File: src/sv/adsr_pkg.sv
// Shared constants, codes and control structs of the ADSR envelope generator.
package adsr_pkg;

	// Level format: unsigned Q1.FRAC_BITS
	localparam int FRAC_BITS  = 24;
	localparam int COUNT_BITS = 20;
	localparam int MAX_BURST  = 64;

	localparam int LVL_W     = FRAC_BITS + 1;
	localparam int OUT_W     = 16;
	localparam int UP_SH     = FRAC_BITS - OUT_W;
	localparam int OUT_SRC_W = LVL_W - UP_SH;
	localparam int CFG_W     = 20;
	localparam int IDX_W     = 2;
	localparam int CMD_W     = 2;
	localparam int CNT_W     = 7;
	localparam int PHASE_W   = 3;
	localparam int BURST_W   = $clog2(MAX_BURST + 1);
	localparam int DIV_CNT_W = $clog2(LVL_W);

	localparam logic [LVL_W-1:0] ONE_Q = LVL_W'(1) << FRAC_BITS;

	typedef enum logic [CMD_W-1:0] {
		CMD_TICK    = 2'd0,
		CMD_START   = 2'd1,
		CMD_RELEASE = 2'd2
	} cmd_t;

	typedef enum logic [PHASE_W-1:0] {
		PH_IDLE    = 3'd0,
		PH_ATTACK  = 3'd1,
		PH_DECAY   = 3'd2,
		PH_SUSTAIN = 3'd3,
		PH_RELEASE = 3'd4,
		PH_DONE    = 3'd5
	} phase_t;

	typedef enum logic [IDX_W-1:0] {
		REG_ATTACK  = 2'd0,
		REG_DECAY   = 2'd1,
		REG_SUSTAIN = 2'd2,
		REG_RELEASE = 2'd3
	} reg_idx_t;

	// Which step the shared divider works out
	typedef enum logic [1:0] {
		DS_ATTACK  = 2'd0,
		DS_DECAY   = 2'd1,
		DS_RELEASE = 2'd2
	} div_sel_t;

	// Controller to datapath
	typedef struct packed {
		logic     start_note;
		logic     release_note;
		logic     div_go;
		div_sel_t div_sel;
		logic     step_we;
		div_sel_t step_sel;
		logic     emit;
		logic     last;
	} dp_cmd_t;

	// Datapath to controller
	typedef struct packed {
		logic div_done;
		logic out_free;
	} dp_stat_t;

	// A zero length acts as a length of one
	function automatic logic [COUNT_BITS-1:0] len_of(input logic [COUNT_BITS-1:0] r);
		len_of = (r == '0) ? COUNT_BITS'(1) : r;
	endfunction

endpackage

File: src/sv/adsr_if.sv
// Valid/ready channel interfaces for commands in and envelope samples out.
interface adsr_in_if;
	logic                        valid;
	logic                        ready;
	logic [adsr_pkg::CMD_W-1:0]  cmd;
	logic [adsr_pkg::CNT_W-1:0]  sample_count;

	modport source (output valid, output cmd, output sample_count, input ready);
	modport sink   (input valid, input cmd, input sample_count, output ready);
endinterface

interface adsr_out_if;
	logic                          valid;
	logic                          ready;
	logic [adsr_pkg::OUT_W-1:0]    level;
	logic [adsr_pkg::PHASE_W-1:0]  phase;
	logic                          last;

	modport source (output valid, output level, output phase, output last, input ready);
	modport sink   (input valid, input level, input phase, input last, output ready);
endinterface

File: src/sv/adsr_div.sv
// Restoring divider, one quotient bit per cycle, for the envelope step values.
module adsr_div (
	input  logic                                clk,
	input  logic                                arst_n,
	input  logic                                go,
	input  logic [adsr_pkg::LVL_W-1:0]          dividend,
	input  logic [adsr_pkg::COUNT_BITS-1:0]     divisor,
	output logic                                done,
	output logic [adsr_pkg::LVL_W-1:0]          quotient
);

	localparam logic [adsr_pkg::DIV_CNT_W-1:0] LAST_IT = adsr_pkg::DIV_CNT_W'(adsr_pkg::LVL_W - 1);

	logic                               busy_q;
	logic                               done_q;
	logic [adsr_pkg::DIV_CNT_W-1:0]     cnt_q;
	logic [adsr_pkg::COUNT_BITS-1:0]    rem_q;
	logic [adsr_pkg::LVL_W-1:0]         dq_q;
	logic [adsr_pkg::COUNT_BITS-1:0]    dvs_q;

	logic [adsr_pkg::COUNT_BITS:0]      trial;
	logic [adsr_pkg::COUNT_BITS:0]      diff;
	logic                               fits;

	// Trial subtraction of one step
	always_comb begin
		trial = {rem_q, dq_q[adsr_pkg::LVL_W-1]};
		diff  = trial - {1'b0, dvs_q};
		fits  = (trial >= {1'b0, dvs_q});
	end

	// Iteration control
	always_ff @(posedge clk or negedge arst_n) begin
		if (!arst_n) begin
			busy_q <= 1'b0;
			done_q <= 1'b0;
			cnt_q  <= '0;
		end else begin
			done_q <= 1'b0;
			if (go) begin
				busy_q <= 1'b1;
				cnt_q  <= LAST_IT;
			end else if (busy_q) begin
				if (cnt_q == '0) begin
					busy_q <= 1'b0;
					done_q <= 1'b1;
				end else begin
					cnt_q <= cnt_q - 1'b1;
				end
			end
		end
	end

	// Remainder and dividend/quotient shift register
	always_ff @(posedge clk) begin
		if (go) begin
			rem_q <= '0;
			dq_q  <= dividend;
			dvs_q <= divisor;
		end else if (busy_q) begin
			rem_q <= fits ? diff[adsr_pkg::COUNT_BITS-1:0] : trial[adsr_pkg::COUNT_BITS-1:0];
			dq_q  <= {dq_q[adsr_pkg::LVL_W-2:0], fits};
		end
	end

	assign done     = done_q;
	assign quotient = dq_q;

endmodule

File: src/sv/adsr_dp.sv
// Envelope datapath: configuration, level/phase/position state, steps, output register.
module adsr_dp (
	input  logic                              clk,
	input  logic                              arst_n,
	input  logic                              cfg_we,
	input  logic [adsr_pkg::IDX_W-1:0]        cfg_index,
	input  logic [adsr_pkg::CFG_W-1:0]        cfg_data,
	input  adsr_pkg::dp_cmd_t                 cmd,
	output adsr_pkg::dp_stat_t                st,
	adsr_out_if.source                        out_ch
);

	// Configuration registers
	logic [adsr_pkg::COUNT_BITS-1:0] att_len_q;
	logic [adsr_pkg::COUNT_BITS-1:0] dec_len_q;
	logic [adsr_pkg::OUT_W-1:0]      sus_q;
	logic [adsr_pkg::COUNT_BITS-1:0] rel_len_q;

	// Envelope state
	adsr_pkg::phase_t                phase_q;
	logic [adsr_pkg::LVL_W-1:0]      lvl_q;
	logic [adsr_pkg::COUNT_BITS-1:0] pos_q;
	logic [adsr_pkg::LVL_W-1:0]      astep_q;
	logic [adsr_pkg::LVL_W-1:0]      dstep_q;
	logic [adsr_pkg::LVL_W-1:0]      rstep_q;

	// Output register
	logic                            out_valid_q;
	logic [adsr_pkg::OUT_W-1:0]      out_level_q;
	logic [adsr_pkg::PHASE_W-1:0]    out_phase_q;
	logic                            out_last_q;

	logic [adsr_pkg::COUNT_BITS-1:0] len_a;
	logic [adsr_pkg::COUNT_BITS-1:0] len_d;
	logic [adsr_pkg::COUNT_BITS-1:0] len_r;
	logic [adsr_pkg::LVL_W-1:0]      sus_lvl;
	logic [adsr_pkg::LVL_W-1:0]      div_num;
	logic [adsr_pkg::COUNT_BITS-1:0] div_den;
	logic                            div_done;
	logic [adsr_pkg::LVL_W-1:0]      div_quo;

	logic [adsr_pkg::LVL_W:0]        sum;
	adsr_pkg::phase_t                ph_n;
	logic [adsr_pkg::LVL_W-1:0]      lvl_n;
	logic [adsr_pkg::COUNT_BITS-1:0] pos_base;
	logic [adsr_pkg::COUNT_BITS-1:0] pos_n;
	logic [adsr_pkg::OUT_SRC_W-1:0]  lvl_hi;
	logic [adsr_pkg::OUT_W-1:0]      lvl_out;

	assign len_a   = adsr_pkg::len_of(att_len_q);
	assign len_d   = adsr_pkg::len_of(dec_len_q);
	assign len_r   = adsr_pkg::len_of(rel_len_q);
	assign sus_lvl = adsr_pkg::LVL_W'(sus_q) << adsr_pkg::UP_SH;

	// Configuration writes
	always_ff @(posedge clk or negedge arst_n) begin
		if (!arst_n) begin
			att_len_q <= adsr_pkg::COUNT_BITS'(1);
			dec_len_q <= adsr_pkg::COUNT_BITS'(1);
			sus_q     <= '1;
			rel_len_q <= adsr_pkg::COUNT_BITS'(1);
		end else if (cfg_we) begin
			unique case (cfg_index)
				adsr_pkg::REG_ATTACK:  att_len_q <= cfg_data[adsr_pkg::COUNT_BITS-1:0];
				adsr_pkg::REG_DECAY:   dec_len_q <= cfg_data[adsr_pkg::COUNT_BITS-1:0];
				adsr_pkg::REG_SUSTAIN: sus_q     <= cfg_data[adsr_pkg::OUT_W-1:0];
				adsr_pkg::REG_RELEASE: rel_len_q <= cfg_data[adsr_pkg::COUNT_BITS-1:0];
				default: ;
			endcase
		end
	end

	// Divider operand select
	always_comb begin
		unique case (cmd.div_sel)
			adsr_pkg::DS_ATTACK: begin
				div_num = adsr_pkg::ONE_Q;
				div_den = len_a;
			end
			adsr_pkg::DS_DECAY: begin
				div_num = adsr_pkg::ONE_Q - sus_lvl;
				div_den = len_d;
			end
			default: begin
				div_num = lvl_q;
				div_den = len_r;
			end
		endcase
	end

	adsr_div u_div (
		.clk      (clk),
		.arst_n   (arst_n),
		.go       (cmd.div_go),
		.dividend (div_num),
		.divisor  (div_den),
		.done     (div_done),
		.quotient (div_quo)
	);

	// One envelope sample: level and phase update, then position advance
	always_comb begin
		sum      = {1'b0, lvl_q} + {1'b0, astep_q};
		ph_n     = phase_q;
		lvl_n    = '0;
		pos_base = pos_q;
		unique case (phase_q)
			adsr_pkg::PH_ATTACK: begin
				lvl_n = (sum > {1'b0, adsr_pkg::ONE_Q}) ? adsr_pkg::ONE_Q
				                                        : sum[adsr_pkg::LVL_W-1:0];
				if (pos_q >= len_a) begin
					ph_n     = adsr_pkg::PH_DECAY;
					pos_base = '0;
				end
			end
			adsr_pkg::PH_DECAY: begin
				lvl_n = (lvl_q >= dstep_q) ? lvl_q - dstep_q : '0;
				if (pos_q >= len_d) begin
					ph_n     = adsr_pkg::PH_SUSTAIN;
					pos_base = '0;
				end
			end
			adsr_pkg::PH_SUSTAIN: begin
				lvl_n = sus_lvl;
			end
			adsr_pkg::PH_RELEASE: begin
				lvl_n = (lvl_q >= rstep_q) ? lvl_q - rstep_q : '0;
				if (pos_q >= len_r) begin
					ph_n = adsr_pkg::PH_DONE;
				end
			end
			default: begin
				lvl_n = '0;
			end
		endcase
		pos_n   = (&pos_base) ? pos_base : pos_base + 1'b1;
		lvl_hi  = lvl_n[adsr_pkg::LVL_W-1:adsr_pkg::UP_SH];
		lvl_out = (|lvl_hi[adsr_pkg::OUT_SRC_W-1:adsr_pkg::OUT_W]) ? '1
		                                                          : lvl_hi[adsr_pkg::OUT_W-1:0];
	end

	// Envelope state
	always_ff @(posedge clk or negedge arst_n) begin
		if (!arst_n) begin
			phase_q <= adsr_pkg::PH_IDLE;
			lvl_q   <= '0;
			pos_q   <= '0;
			astep_q <= '0;
			dstep_q <= '0;
			rstep_q <= '0;
		end else begin
			if (cmd.start_note) begin
				phase_q <= adsr_pkg::PH_ATTACK;
				lvl_q   <= '0;
				pos_q   <= '0;
			end else if (cmd.release_note) begin
				phase_q <= adsr_pkg::PH_RELEASE;
				pos_q   <= '0;
			end else if (cmd.emit) begin
				phase_q <= ph_n;
				lvl_q   <= lvl_n;
				pos_q   <= pos_n;
			end
			if (cmd.step_we) begin
				unique case (cmd.step_sel)
					adsr_pkg::DS_ATTACK: astep_q <= div_quo;
					adsr_pkg::DS_DECAY:  dstep_q <= div_quo;
					default:             rstep_q <= div_quo;
				endcase
			end
		end
	end

	// Output register: filled on a sample, emptied on a transfer
	always_ff @(posedge clk or negedge arst_n) begin
		if (!arst_n) begin
			out_valid_q <= 1'b0;
		end else if (cmd.emit) begin
			out_valid_q <= 1'b1;
		end else if (out_ch.ready) begin
			out_valid_q <= 1'b0;
		end
	end

	always_ff @(posedge clk) begin
		if (cmd.emit) begin
			out_level_q <= lvl_out;
			out_phase_q <= ph_n;
			out_last_q  <= cmd.last;
		end
	end

	assign out_ch.valid = out_valid_q;
	assign out_ch.level = out_level_q;
	assign out_ch.phase = out_phase_q;
	assign out_ch.last  = out_last_q;

	assign st.div_done = div_done;
	assign st.out_free = !out_valid_q || out_ch.ready;

	// Level never leaves [0, 1.0]
	a_lvl_bound: assert property (@(posedge clk) disable iff (!arst_n)
		lvl_q <= adsr_pkg::ONE_Q)
		else $error("level accumulator above full scale");

	// Done is only reached from release
	a_done_from_rel: assert property (@(posedge clk) disable iff (!arst_n)
		(phase_q == adsr_pkg::PH_DONE && $past(phase_q) != adsr_pkg::PH_DONE)
		|-> $past(phase_q) == adsr_pkg::PH_RELEASE)
		else $error("done phase entered from a phase other than release");

endmodule

File: src/sv/adsr_ctrl.sv
// Controller: command decode, divider sequencing and tick burst counting.
module adsr_ctrl (
	input  logic                 clk,
	input  logic                 arst_n,
	adsr_in_if.sink              in_ch,
	input  adsr_pkg::dp_stat_t   st,
	output adsr_pkg::dp_cmd_t    cmd
);

	typedef enum logic [4:0] {
		S_IDLE  = 5'b00001,
		S_DIV_A = 5'b00010,
		S_DIV_D = 5'b00100,
		S_DIV_R = 5'b01000,
		S_EMIT  = 5'b10000
	} state_t;

	state_t                          state_q;
	state_t                          state_n;
	logic [adsr_pkg::BURST_W-1:0]    rem_q;
	logic [adsr_pkg::BURST_W-1:0]    rem_n;
	logic [adsr_pkg::BURST_W-1:0]    burst_len;

	// Burst length cut to the maximum burst
	assign burst_len = (in_ch.sample_count > adsr_pkg::CNT_W'(adsr_pkg::MAX_BURST))
	                   ? adsr_pkg::BURST_W'(adsr_pkg::MAX_BURST)
	                   : adsr_pkg::BURST_W'(in_ch.sample_count);

	assign in_ch.ready = (state_q == S_IDLE);

	// Next state and datapath commands
	always_comb begin
		cmd      = '0;
		state_n  = state_q;
		rem_n    = rem_q;
		unique case (state_q)
			S_IDLE: begin
				if (in_ch.valid) begin
					unique case (in_ch.cmd)
						adsr_pkg::CMD_START: begin
							cmd.start_note = 1'b1;
							cmd.div_go     = 1'b1;
							cmd.div_sel    = adsr_pkg::DS_ATTACK;
							state_n        = S_DIV_A;
						end
						adsr_pkg::CMD_RELEASE: begin
							cmd.release_note = 1'b1;
							cmd.div_go       = 1'b1;
							cmd.div_sel      = adsr_pkg::DS_RELEASE;
							state_n          = S_DIV_R;
						end
						adsr_pkg::CMD_TICK: begin
							if (burst_len != '0) begin
								rem_n   = burst_len;
								state_n = S_EMIT;
							end
						end
						default: ;
					endcase
				end
			end
			S_DIV_A: begin
				if (st.div_done) begin
					cmd.step_we  = 1'b1;
					cmd.step_sel = adsr_pkg::DS_ATTACK;
					cmd.div_go   = 1'b1;
					cmd.div_sel  = adsr_pkg::DS_DECAY;
					state_n      = S_DIV_D;
				end
			end
			S_DIV_D: begin
				if (st.div_done) begin
					cmd.step_we  = 1'b1;
					cmd.step_sel = adsr_pkg::DS_DECAY;
					state_n      = S_IDLE;
				end
			end
			S_DIV_R: begin
				if (st.div_done) begin
					cmd.step_we  = 1'b1;
					cmd.step_sel = adsr_pkg::DS_RELEASE;
					state_n      = S_IDLE;
				end
			end
			S_EMIT: begin
				if (st.out_free) begin
					cmd.emit = 1'b1;
					cmd.last = (rem_q == adsr_pkg::BURST_W'(1));
					rem_n    = rem_q - 1'b1;
					if (cmd.last) begin
						state_n = S_IDLE;
					end
				end
			end
			default: begin
				state_n = S_IDLE;
			end
		endcase
	end

	always_ff @(posedge clk or negedge arst_n) begin
		if (!arst_n) begin
			state_q <= S_IDLE;
			rem_q   <= '0;
		end else begin
			state_q <= state_n;
			rem_q   <= rem_n;
		end
	end

	// A burst in progress always has samples left
	a_rem_nonzero: assert property (@(posedge clk) disable iff (!arst_n)
		state_q == S_EMIT |-> rem_q != '0)
		else $error("burst state with no samples left");

	// The final sample of a burst returns the controller to idle
	a_last_idle: assert property (@(posedge clk) disable iff (!arst_n)
		(cmd.emit && cmd.last) |=> state_q == S_IDLE)
		else $error("controller did not return to idle after the last sample");

endmodule

File: src/sv/adsr_envelope_generator.sv
// Top level of the linear ADSR envelope generator.
//
// Usage:
//   in_ch  carries commands: cmd 0 emits a burst of sample_count envelope
//          samples (cut to 64; zero gives none), cmd 1 starts a note, cmd 2
//          releases it, cmd 3 is dropped. A command transfers when valid and
//          ready are both high; ready is high only while the controller idles.
//   out_ch carries one sample per transfer: 16-bit level, phase after the
//          sample, and last on the final sample of a burst.
//   cfg_we/cfg_index/cfg_data write the attack, decay, sustain and release
//          registers; write them only while no command is in progress.
// Sequencing:
//   Note start runs two divisions on the one shared restoring divider
//   (attack step, then decay step); release runs one division. A burst
//   leaves one sample per cycle through a single output register while
//   out_ch is not stalled; a stalled receiver holds the burst in place.
// Reset: arst_n clears the phase to idle, the level, position and steps to
//   zero, and the registers to lengths of one and full-scale sustain.
module adsr_envelope_generator (
	input  logic                            clk,
	input  logic                            arst_n,
	adsr_in_if.sink                         in_ch,
	adsr_out_if.source                      out_ch,
	input  logic                            cfg_we,
	input  logic [adsr_pkg::IDX_W-1:0]      cfg_index,
	input  logic [adsr_pkg::CFG_W-1:0]      cfg_data
);

	adsr_pkg::dp_cmd_t  dp_cmd;
	adsr_pkg::dp_stat_t dp_stat;

	adsr_ctrl u_ctrl (
		.clk    (clk),
		.arst_n (arst_n),
		.in_ch  (in_ch),
		.st     (dp_stat),
		.cmd    (dp_cmd)
	);

	adsr_dp u_dp (
		.clk       (clk),
		.arst_n    (arst_n),
		.cfg_we    (cfg_we),
		.cfg_index (cfg_index),
		.cfg_data  (cfg_data),
		.cmd       (dp_cmd),
		.st        (dp_stat),
		.out_ch    (out_ch)
	);

endmodule

File: src/flat_wrapper.sv
// flat-port wrapper written by rule: the top's interface ports become plain ports
module adsr_envelope_generator_flat 
  (clk, arst_n, cfg_we, cfg_index, cfg_data, in_ch_valid, in_ch_cmd, in_ch_sample_count, in_ch_ready, out_ch_valid, out_ch_level, out_ch_phase, out_ch_last, out_ch_ready);
  adsr_in_if in_ch_i ();
  adsr_out_if out_ch_i ();
  input  logic clk;
  input  logic arst_n;
  input  logic cfg_we;
  input  logic [adsr_pkg::IDX_W-1:0] cfg_index;
  input  logic [adsr_pkg::CFG_W-1:0] cfg_data;
  input wire logic [$bits(in_ch_i.valid)-1:0] in_ch_valid;
  input wire logic [$bits(in_ch_i.cmd)-1:0] in_ch_cmd;
  input wire logic [$bits(in_ch_i.sample_count)-1:0] in_ch_sample_count;
  output wire logic [$bits(in_ch_i.ready)-1:0] in_ch_ready;
  output wire logic [$bits(out_ch_i.valid)-1:0] out_ch_valid;
  output wire logic [$bits(out_ch_i.level)-1:0] out_ch_level;
  output wire logic [$bits(out_ch_i.phase)-1:0] out_ch_phase;
  output wire logic [$bits(out_ch_i.last)-1:0] out_ch_last;
  input wire logic [$bits(out_ch_i.ready)-1:0] out_ch_ready;
  assign in_ch_i.valid = in_ch_valid;
  assign in_ch_i.cmd = in_ch_cmd;
  assign in_ch_i.sample_count = in_ch_sample_count;
  assign in_ch_ready = in_ch_i.ready;
  assign out_ch_valid = out_ch_i.valid;
  assign out_ch_level = out_ch_i.level;
  assign out_ch_phase = out_ch_i.phase;
  assign out_ch_last = out_ch_i.last;
  assign out_ch_i.ready = out_ch_ready;
  adsr_envelope_generator u_core (.clk(clk), .arst_n(arst_n), .in_ch(in_ch_i), .out_ch(out_ch_i), .cfg_we(cfg_we), .cfg_index(cfg_index), .cfg_data(cfg_data));
endmodule
File: config.mk
export PLATFORM = sky130hd
export DESIGN_NAME = adsr_envelope_generator_flat
export DESIGN_NICKNAME = d
export VERILOG_FILES = /design/src/sv/adsr_pkg.sv /design/src/sv/adsr_if.sv /design/src/sv/adsr_div.sv /design/src/sv/adsr_dp.sv /design/src/sv/adsr_ctrl.sv /design/src/sv/adsr_envelope_generator.sv /design/src/flat_wrapper.sv
export SDC_FILE = /design/constraint.sdc
export NUM_CORES = 1
export LEC_CHECK = 0
export ABC_AREA = 1
export ABC_CLOCK_PERIOD_IN_PS = 4500
export BUFFER_PORTS_ARGS = -buffer_cell sky130_fd_sc_hd__buf_2
export CELL_PAD_IN_SITES_DETAIL_PLACEMENT = 1
export CELL_PAD_IN_SITES_GLOBAL_PLACEMENT = 2
export CORE_ASPECT_RATIO = 0.6
export CORE_MARGIN = 4
export CORE_UTILIZATION = 35
export DETAILED_ROUTE_END_ITERATION = 8
export GPL_ROUTABILITY_DRIVEN = 0
export PLACE_DENSITY_LB_ADDON = 0.1
export SLEW_MARGIN = 30
export SYNTH_ARGS = -nofsm -noshare
export SYNTH_HDL_FRONTEND = slang
export SYNTH_SLANG_ARGS = --single-unit
File: constraint.sdc
create_clock -name clk -period 4.5 [get_ports clk]
set_input_delay 0.225 -clock clk [delete_from_list [all_inputs] [get_ports clk]]
set_output_delay 0.225 -clock clk [all_outputs]
set_load 0.05 [all_outputs]
==> summary.md <==
| Metric | Value |
|---|---|
| CTS buffer count | `36` |
| Comb pwr share | `0.620` |
| Die height | `198 um` |
| Switch share | `0.528` |
| Placement Rows | `69` |
| Remaining Overflow, GRT | `0` |
| Max-slew violation count | `0` |
| ANT nets after route | `0` |
| Yosys top cell area share | `0.237` |
| RR Endpoint | `u_core.u_dp.pos_q[9]` |
| Unrepaired setup endpoints after global routing | `false` |
| Synth area leaders | `dfrtp_1 (24%), nand2_1 (13%), ha_1 (9.8%), edfxtp_1 (9.3%), inv_1 (6.6%)` |
| # nets final | `3086` |
| Switching pwr | `0.0106 W` |
| Crit share post-route | `0.903` |
| Worst setup EP type | `flop` |
| Io pins | `58` |
| Unique masters post-synth | `63` |
| CP required | `4970 ps` |
| Clk slew on worst S/H paths | `60 ps` |
| Hold EP | `u_core.u_dp.att_len_q[1]` |
| Total Power | `0.0201 W` |
| DP Cell Count | `3617` |
| Pwr per Cell Area | `853 mW/mm^2` |
| Vias in the first global route | `19900` |
| Pint | `0.00948 W` |
| R2r setup slk | `440 ps` |
| DRC | `0` |
| P_leak | `11.8 nW` |
| Hold Startpoint | `cfg_data[1]` |
| Sink Count | `304` |
| Area growth, synth to finish | `12.4%` |
| Worst hold stages | `3` |
| Leading area contributor after synthesis | `dfrtp_1` |
| Vias per cell | `5.40` |
| WS Path Type | `reg2reg` |
| Final setup viols | `0` |
| Avg Cell Area, Syn | `7.46 sq um` |
| First-pass GRT wire length | `124 mm` |
| Final Hold Fails | `0` |
| Starting Density | `0.354` |
| Largest net degree at the start of global routing | `99` |
| Routed wire length | `81.5 mm` |
| Worst-path fanout max | `11` |
| CP Launch Type | `flop` |
| Post-CTS setup buffer count | `0` |
| Status | `complete, no violations` |
| H-tree depth | `2` |
| Seq/Total Area, Yosys | `0.375` |
| # diodes | `0` |
| Number of max-cap violations | `0` |
| Clock Skews | `27.6 ps` |
| Fmax | `0.246 GHz` |
| Post-Route Setup TNS | `0 ps` |
| R2R cell count | `26` |
| R2r startpoint | `u_core.u_dp.att_len_q[14]` |
| All-Layer GR Usage | `0.254` |
| TritonRoute pass-1 iters | `5` |
| Fin crit period | `4060 ps` |
| IO Port Bufs | `57` |
| Root buffer cell | `clkbuf_16` |
| Clk buf depth | `3` |
| Worst path arrival time | `4530 ps` |
| Synthesis Warnings | `0` |
| Antenna violations before repair | `4` |
| Relative slew slack | `0.373` |
| Core ar. | `0.0592 sq mm` |
| WL per Instance | `22.1 um` |
| Fin cells | `3690` |
| Synth Cell Area | `0.0210 sq mm` |
| Worst VDD drop | `629 uV` |
| Clock share of power | `0.156` |
| Sequential share of power | `0.224` |
| Clock Latency Late Sink | `570 ps` |
| Via count | `19900` |
| Post-DP HPWL | `63.7 mm` |
| TritonCTS clock tree | `done` |
| Syn Nets | `3017` |
| DR iter-0 viols | `1342` |
| Worst hold-check path type | `in2reg` |
| Worst-Margin Slew | `940 ps` |
| Die area | `0.0640 sq mm` |
| Die Wd | `324 um` |
| Yosys reg bits | `304` |
| Cell count after synthesis | `2812` |
| Share of post-route cells with drive strength above 1 | `0.0901` |
-- power groups by stage --
stage	clock (W)	combinational, W	sequential (W)
finish	0.00314	0.0125	0.00449
global route	0.00335	0.0137	0.00459
CTS	0.00321	0.0122	0.00450
global placement	0	0.0118	0.00452
floorplan	0	0.00787	0.00441
detailed placement	0	0.0121	0.00454
-- worst max-delay path, cell delays in order (launching register included) --
cell      delay [ps]
dfrtp_1          400
inv_1            100
nand4_1          150
nor4_2           300
a41o_1           260
ha_1             230
o21ai_0          160
nand2_1           70
nand2_1           50
nand2_1           50
nand2_1           50
nand2_1           50
nand2_1           70
nand3_2          110
nand3_4          130
nand2_1           90
inv_1            150
ha_1             320
nand2_1           80
nand3b_2         260
nor2_4           120
nand2_1           70
nor2_1           110
nand3_2          260
nand3_1          160
nand2_1           70
o21ai_1          100
-- cells in the mapped netlist (all sizes together) --
| cell type | number |
|---|---|
| a22o | 1 |
| fa | 4 |
| a21oi | 156 |
| o221ai | 20 |
| clkbuf | 59 |
| and3 | 2 |
| clkinv | 1 |
| edfxtp | 65 |
| dfstp | 20 |
| o21a | 12 |
| nand4 | 45 |
| nand2 | 755 |
| a31oi | 15 |
| a21boi | 4 |
| and2 | 2 |
| dfxtp | 20 |
| a211oi | 7 |
| nand3b | 13 |
| nor3b | 1 |
| nand3 | 187 |
| xor2 | 31 |
| nor3 | 30 |
| a21o | 16 |
| o22ai | 11 |
| a41o | 2 |
| or2 | 13 |
| nor2 | 194 |
| o21ai | 284 |
| a221oi | 8 |
| o31ai | 3 |
| o21bai | 9 |
| o211a | 1 |
| buf | 19 |
| dfrtp | 199 |
| a32o | 1 |
| o2111ai | 1 |
| ha | 165 |
| o2bb2ai | 1 |
| xnor2 | 25 |
| o211ai | 18 |
| nor4 | 16 |
| inv | 376 |
-- state kept, by name, summed over array words and instances, names as in the netlist, 7 cells and up --
register and flops:
u_core.u_dp.astep_q 25, u_core.u_dp.dstep_q 25, u_core.u_dp.lvl_q 25, u_core.u_dp.rstep_q 25, u_core.u_dp.u_div.quotient 25, u_core.u_dp.att_len_q 20, u_core.u_dp.dec_len_q 20, u_core.u_dp.pos_q 20
u_core.u_dp.rel_len_q 20, u_core.u_dp.u_div.dvs_q 20, u_core.u_dp.u_div.rem_q 20, u_core.u_dp.out_ch.level 16, u_core.u_dp.sus_q 16, u_core.u_ctrl.rem_q 7
-- metrics by stage --
stage / hold WS [ps] / setup WS, ps / util / instance area, sq um
2_1_floorplan: -70.6 / 1050 / - / 21000
3_3_place_gp: 303 / 548 / 0.376 / 22200
3_5_place_dp: 320 / 371 / 0.376 / 22300
4_1_cts: 6.95 / 337 / 0.398 / 23600
5_1_grt: 24.6 / 41.9 / 0.398 / 23600
6_report: 36.8 / 438 / 0.398 / 23600
-- logic make-up (layout without fill, tap and decap cells) --
logic type      after synthesis  after routing  synth area share
fa+ha+maj                   169            169             0.102
flops                       304            304             0.375
simple gates               1258           1258             0.261
xor+xnor                     56             56            0.0234
compound gates              570            570             0.153
buf+inv                     455            552            0.0849
-- worst max-delay path by stage --
stage	end	start	depth (start not counted)
6_report	u_core.u_dp.pos_q[9]	u_core.u_dp.att_len_q[14]	26
5_1_grt	u_core.u_dp.pos_q[9]	u_core.u_dp.att_len_q[14]	26
4_1_cts	u_core.u_dp.pos_q[9]	u_core.u_dp.att_len_q[14]	26
3_5_place_dp	u_core.u_dp.pos_q[9]	u_core.u_dp.att_len_q[14]	26
3_3_place_gp	u_core.u_dp.pos_q[1]	u_core.u_dp.att_len_q[14]	25
2_1_floorplan	u_core.u_dp.pos_q[1]	u_core.u_dp.dec_len_q[8]	28
-- cells in the final DEF, fill, tap and decap left out, drive strengths merged, types with 31 or more instances in the layout --
master / instances
nand2: 755
inv: 376
o21ai: 284
dfrtp: 199
nor2: 194
nand3: 187
ha: 165
a21oi: 156
buf: 102
edfxtp: 65
clkbuf: 48
nand4: 45
xor2: 31
-- area by class of cell --
class / instances / area (sq um)
Clock buffer: 48 / 996
Fill cell: 7351 / 35700
Multi-Input combinational cell: 2053 / 11400
Inverter: 377 / 1420
Timing Repair Buffer: 109 / 703
Sequential cell: 304 / 7860
Clock inverter: 18 / 224
Tap cell: 781 / 977
-- routing by layer --
layer,wire [um],vias to the layer above,global-route usage
met5,29,-,0
met4,1100,4,0.0384
met3,6270,73,0.0658
met1,43800,9827,0.411
li1,-,9517,-
met2,30300,496,0.337
-- what timing repair did --
| item | CTS | global route |
|---|---|---|
| gates resized for setup | 0 | 2 |
| hold buffers | 7 | 0 |
| endpoints found under the setup margin | 0 | 11 |
| hold endpoints to repair | 103 | 0 |
Note: power is estimated with default switching activity, not from simulation.
